$ cat src/hw/rtl/wmp_pkg.sv
// Shared types and constants for the window maximum path block.
`default_nettype none
package wmp_pkg;

  localparam int SCORE_W = 32;
  localparam int VALUE_W = 16;
  localparam int CFG_W   = 11;
  localparam int CFG_IW  = 2;

  localparam logic [CFG_IW-1:0] CFG_ROW_WIDTH     = 2'd0;
  localparam logic [CFG_IW-1:0] CFG_ROW_COUNT     = 2'd1;
  localparam logic [CFG_IW-1:0] CFG_WINDOW_RADIUS = 2'd2;

  typedef enum logic [7:0] {
    ST_IDLE     = 8'b0000_0001,
    ST_DISPATCH = 8'b0000_0010,
    ST_CHECK    = 8'b0000_0100,
    ST_BACKRD   = 8'b0000_1000,
    ST_BACK     = 8'b0001_0000,
    ST_PUSH     = 8'b0010_0000,
    ST_FRONT    = 8'b0100_0000,
    ST_FRONTCHK = 8'b1000_0000
  } state_t;

  typedef struct packed {
    logic accept;
    logic seed;
    logic start_dq;
    logic rd_row;
    logic rd_back;
    logic pop_back;
    logic push;
    logic rd_front;
    logic pop_front;
    logic calc;
    logic write;
  } cmd_t;

  typedef struct packed {
    logic row0;
    logic rebuild;
    logic more_push;
    logic dq_nonempty;
    logic back_dominated;
    logic front_stale;
    logic out_free;
  } sts_t;

endpackage
`default_nettype wire

$ cat src/hw/rtl/wmp_ctrl.sv
// Controller state machine that sequences the deque and row store work per cell.
`default_nettype none
module wmp_ctrl
  import wmp_pkg::*;
(
  input  wire logic clk,
  input  wire logic rst,
  input  wire logic cell_valid,
  output logic      cell_ready,
  input  wire sts_t sts,
  output cmd_t      cmd
);

  state_t state, state_next;
  logic   pending, pending_next;

  always_ff @(posedge clk) begin
    if (rst) begin
      state   <= ST_IDLE;
      pending <= 1'b0;
    end else begin
      state   <= state_next;
      pending <= pending_next;
    end
  end

  assign cell_ready = (state == ST_IDLE) && !pending;

  always_comb begin
    cmd          = '0;
    state_next   = state;
    pending_next = pending;
    case (state)
      ST_IDLE: begin
        if (pending) begin
          if (sts.out_free) begin
            cmd.write    = 1'b1;
            pending_next = 1'b0;
          end
        end else if (cell_valid) begin
          cmd.accept = 1'b1;
          state_next = ST_DISPATCH;
        end
      end
      ST_DISPATCH: begin
        if (sts.row0) begin
          cmd.seed     = 1'b1;
          pending_next = 1'b1;
          state_next   = ST_IDLE;
        end else begin
          cmd.start_dq = sts.rebuild;
          state_next   = ST_CHECK;
        end
      end
      ST_CHECK: begin
        if (sts.more_push) begin
          cmd.rd_row = 1'b1;
          state_next = ST_BACKRD;
        end else begin
          state_next = ST_FRONT;
        end
      end
      ST_BACKRD: begin
        if (sts.dq_nonempty) begin
          cmd.rd_back = 1'b1;
          state_next  = ST_BACK;
        end else begin
          state_next = ST_PUSH;
        end
      end
      ST_BACK: begin
        if (sts.back_dominated) begin
          cmd.pop_back = 1'b1;
          state_next   = ST_BACKRD;
        end else begin
          state_next = ST_PUSH;
        end
      end
      ST_PUSH: begin
        cmd.push   = 1'b1;
        state_next = ST_CHECK;
      end
      ST_FRONT: begin
        cmd.rd_front = 1'b1;
        state_next   = ST_FRONTCHK;
      end
      ST_FRONTCHK: begin
        if (sts.front_stale) begin
          cmd.pop_front = 1'b1;
          state_next    = ST_FRONT;
        end else begin
          cmd.calc     = 1'b1;
          pending_next = 1'b1;
          state_next   = ST_IDLE;
        end
      end
      default: begin
        state_next   = ST_IDLE;
        pending_next = 1'b0;
      end
    endcase
  end

endmodule
`default_nettype wire

$ cat config.mk
export PLATFORM = sky130hd
export DESIGN_NAME = wmp_ctrl
export DESIGN_NICKNAME = d
export VERILOG_FILES = /design/src/hw/rtl/wmp_pkg.sv /design/src/hw/rtl/wmp_ctrl.sv
export SDC_FILE = /design/constraint.sdc
export NUM_CORES = 1
export LEC_CHECK = 0
export BUFFER_PORTS_ARGS = -buffer_cell sky130_fd_sc_hd__buf_2
export CAP_MARGIN = 5
export CORE_MARGIN = 2
export CORE_UTILIZATION = 47
export DETAILED_ROUTE_END_ITERATION = 10
export GPL_ROUTABILITY_DRIVEN = 0
export PLACE_DENSITY = 0.76
export SKIP_CTS_REPAIR_TIMING = 1
export SYNTH_ARGS = -nofsm -noshare
export SYNTH_HDL_FRONTEND = slang
export SYNTH_SLANG_ARGS = --single-unit
$ cat constraint.sdc
create_clock -name clk -period 2 [get_ports clk]
set_input_delay 0.2 -clock clk [delete_from_list [all_inputs] [get_ports clk]]
set_output_delay 0.2 -clock clk [all_outputs]
set_load 0.02 [all_outputs]
After elaboration in Yosys (flattened, before gate mapping). Cells that the tools add are included.

Add/sub/neg operators: 0. $mul: 0. Div/mod/pow operators: 0. Magnitude comparators: 0. Eq/ne operators: 12. Shifts and indexed selects: 0. Muxes and demuxes: 33. Bitwise operators: 1. Reduce and logical (&&, ||, !) cells: 5.

Operator list (number): $pmux W8 S8 (1); $mux W1 (22); $mux W8 (2); $mux W7 (2); $mux W6 (2); $eq A8 B1 Y1 const B (1); $eq A8 B2 Y1 const B (1); $eq A8 B3 Y1 const B (1); $eq A8 B4 Y1 const B (1); $eq A8 B5 Y1 const B (1); $eq A8 B6 Y1 const B (1); $eq A8 B7 Y1 const B (1); $eq A8 B8 Y1 const B (1); $ne A2 B2 Y1 const B (4); $reduce_or A5 Y1 (1); $mux W2 (2); $pmux W1 S4 (1); $mux W3 (1); $reduce_and A3 Y1 (1); $reduce_and A2 Y1 (1); $logic_and A1 B1 Y1 (1); $logic_not A1 Y1 (1); $not A1 Y1 (1).

Register bits after elaboration: 9. Latch bits: 0. Bits in writable memories: 0. Bits in read-only memories: 0. Bits of input ports: 10. Word-level logic and storage cells: 53. Memories: 0.

Logic depth before layout (Yosys ltp).
Depth in word-level cells: 4. Mapped depth: 6. Mapped depth without buffers: 5.

Least setup slack after synthesis. No wires, ideal clock.

Kind: flip-flop to flip-flop. Start point: register state[1]. End point: register state[0]. Data arrival time: 1.792 ns. Data required time: 1.939 ns. Path slack: 0.147 ns. Stages on the path, launching flop included: 5. Path buffers: 1. Period minus slack after synthesis: 1.853 ns. Cell sequence: dfxtp_1 -> clkbuf_1 -> or3b_1 -> nor4_1 -> or4_1.

Cells in the longest elaborated chain, start to end: 3.

Ends and longest elaborated chain: start: declaration (line wmp_ctrl.sv:14) `state_t state, state_next;`; start signal: assignment (line wmp_ctrl.sv:22) `state <= state_next;`; $eq A8 B1 Y1 (line wmp_ctrl.sv:33) `case (state)`; $ne A2 B2 Y1 (no line); $reduce_and A2 Y1 (no line).

Parallel ways exist; a longest one is shown, timed or not. A chain may end at the register's enable or synchronous reset.

==> metrics.txt <==
status=complete, no violations; Slowest-stage cell, CP=dfxtp_1; Sw Pwr=0.0001437 W; Skew-Pair Late Insertion Delay=0.27 ns; final period utilization=92.37%; crit start category=register; Cell Rows=13; ANT nets after route=0; Comb power frac=23.2%; Min-Delay Path Depth=2; share of async-settable or async-resettable flops after synthesis=0%; Max FO, Critical Path=6; most frequent cells in the layout=buf_2, nor2_1, dfxtp_1; Finished Layout Cells=119; Routed WL=1393 um; commonest non-fill, non-tap cell in the layout=buf_2; setup slack, reg-to-reg=0.22 ns; sequential share of the synthesized area=28.18%; share of cells above drive strength 1=28.85%; critical path class=reg -> out; clk slew on worst S/H paths=0.06 ns; RSZ-0062 raised after global routing=no; pwr dens=586.0 mW/mm^2; Placed Cells=115; R2R Path End=state[0]; Final Hold Viols=0; maximum buffer depth of the clock tree=2; Critical Path RT=1.80 ns; # Max-Cap Violations=0; Avg Cell Area, Syn=7.611 um^2; Wirelength per Cell=11.71 um; FF-to-FF Start=state[6]; synth top area cells=dfxtp_1, nor2_1, and3_1; hpwl dp=1100 um; min-delay src=rst; DIE AREA=0.001671 mm^2; vias in the first global route=558; vias per std cell=5.454; Fin Clk Skew=0.005066 ns; number of I/O pins=22; dpl cell area=737.0 um^2; number of port buffers=21; worst hold slack=0.1364 ns; Fmax=0.5413 GHz; die width=40.88 um; Synth Net Count=94; #FFs+latches synth=9; Slew Limit Headroom=64.01%; Final nets=115; number of enable flip-flop cells after synthesis=0; Slew Viols, Final=0; Leakage=0.3534 nW; Worst Path Arrival=1.65 ns; Sink Count=9; VDD IR max=405.1 uV; Hold Path Sink=state[1]; Synth top area share=28.18%; CTS tree=yes; cells along the critical path=or3b_1, nor2_1, and3_1, buf_2; Num CTS Buffers=3; Remaining DRCs=0; DRT iter0 DRCs=5; Syn. warnings=0; Post-Syn Area=639.4 um^2; Area Growth Syn to Fin=20.94%; Int Pwr=0.0003094 W; area of the core=0.001285 mm^2; CP max stage delay=0.46 ns; Setup TNS=0 ns; Synth cell types=38; Synth Instances=84; ys flop type=dfxtp_1; overall global routing resource usage=21.76%; CTS root buf=clkbuf_4; Overflow after GRT=0; final setup fails=0; Synth area leader=dfxtp_1; actual slew at the worst max-slew pin=0.5387 ns; worst hold path type=in -> reg; largest net degree at the start of global routing=12; clock share of power=31.4%; initial antenna violation count=0; Sw Share=31.72%; H-tree levels=1; worst r2r path cells=4; Seq pwr share=45.4%; Pre-antenna DRT Iters=4; Design Area, Final=773.2 um^2; CP Capture Type=output port; height of the die=40.88 um; vias=649; first-pass GRT wire length=2283 um; n_diodes=0; Initial Utilization=49.76%; crit path time final=1.847 ns
worst max-delay path: cells and delay by family (launching register included):
kind          cells  cell delay, ns
flops             1            0.46
buf+inv           1            0.16
simple gates      3            0.76
worst max path at each step:
stage	startpoint	end	slack, ns	depth (start not counted)
after floorplan	state[1]	state[0]	0.15	4
after global placement	state[4]	state[0]	0.26	4
after detailed placement	state[4]	state[0]	0.22	4
after CTS	state[4]	cmd[10]	0.10	6
after global routing	state[2]	cmd[10]	0.02	6
final	state[7]	cmd[2]	0.15	4
flip-flops by register name, summed over array words and instances, names as in the netlist:
| name | flops |
|---|---|
| pending | 1 |
| state | 8 |
final cells by class:
type	count	area (um^2)
tap	15	18.77
multi-input combinational	65	417.9
timing repair buffer	22	112.6
clock inverter	1	5.005
fill	137	511.7
sequential	9	181.4
inverter	4	15.01
clock buffer	3	22.52
synth_stat cells (all sizes together), types with 2 or more instances:
master,count
a21oi,3
nand2,3
nor3,4
dfxtp,9
clkbuf,2
and4,2
and3,4
or4b,2
buf,4
nor2b,4
inv,4
nor2,15
or4,2
nor4,4
o21ai,2
power groups by stage:
| stage | Clock, W | Combinational (W) | Sequential, W |
|---|---|---|---|
| floorplan | 0 | 0.0000866 | 0.000193 |
| global placement | 0 | 0.000103 | 0.000210 |
| detailed placement | 0 | 0.000105 | 0.000210 |
| CTS | 0.000146 | 0.000106 | 0.000206 |
| global route | 0.000158 | 0.000121 | 0.000208 |
| finish | 0.000142 | 0.000105 | 0.000206 |
routing by layer:
layer,vias to the layer above,routed length [um],track usage [%]
met1,285,611,24.42
met5,-,0,0
met2,13,679,34.77
met4,0,29,10.00
li1,347,-,-
met3,4,73,9.783
kinds of logic (layout without fill, tap and decap cells):
kind of cell,Yosys count,after routing,share of synthesized area (%)
AO/OA/AOI/OAI,13,13,13.50
multiplexers,1,1,1.566
flip-flops,9,9,28.18
AND/OR/NAND/NOR,49,49,46.38
buffers and inverters,10,30,7.631
XOR/XNOR,2,2,2.740
through the flow:
stage | power (W) | setup slack, ns | util (%)
2_1_floorplan | 0.0002792 | 0.1470 | -
4_1_cts | 0.0004578 | 0.1010 | 59.49
3_5_place_dp | 0.0003152 | 0.2158 | 57.35
5_1_grt | 0.0004874 | 0.02441 | 60.18
3_3_place_gp | 0.0003129 | 0.2580 | 57.35
6_report | 0.0004531 | 0.1525 | 60.18
Power figures use the tool's default switching activity.
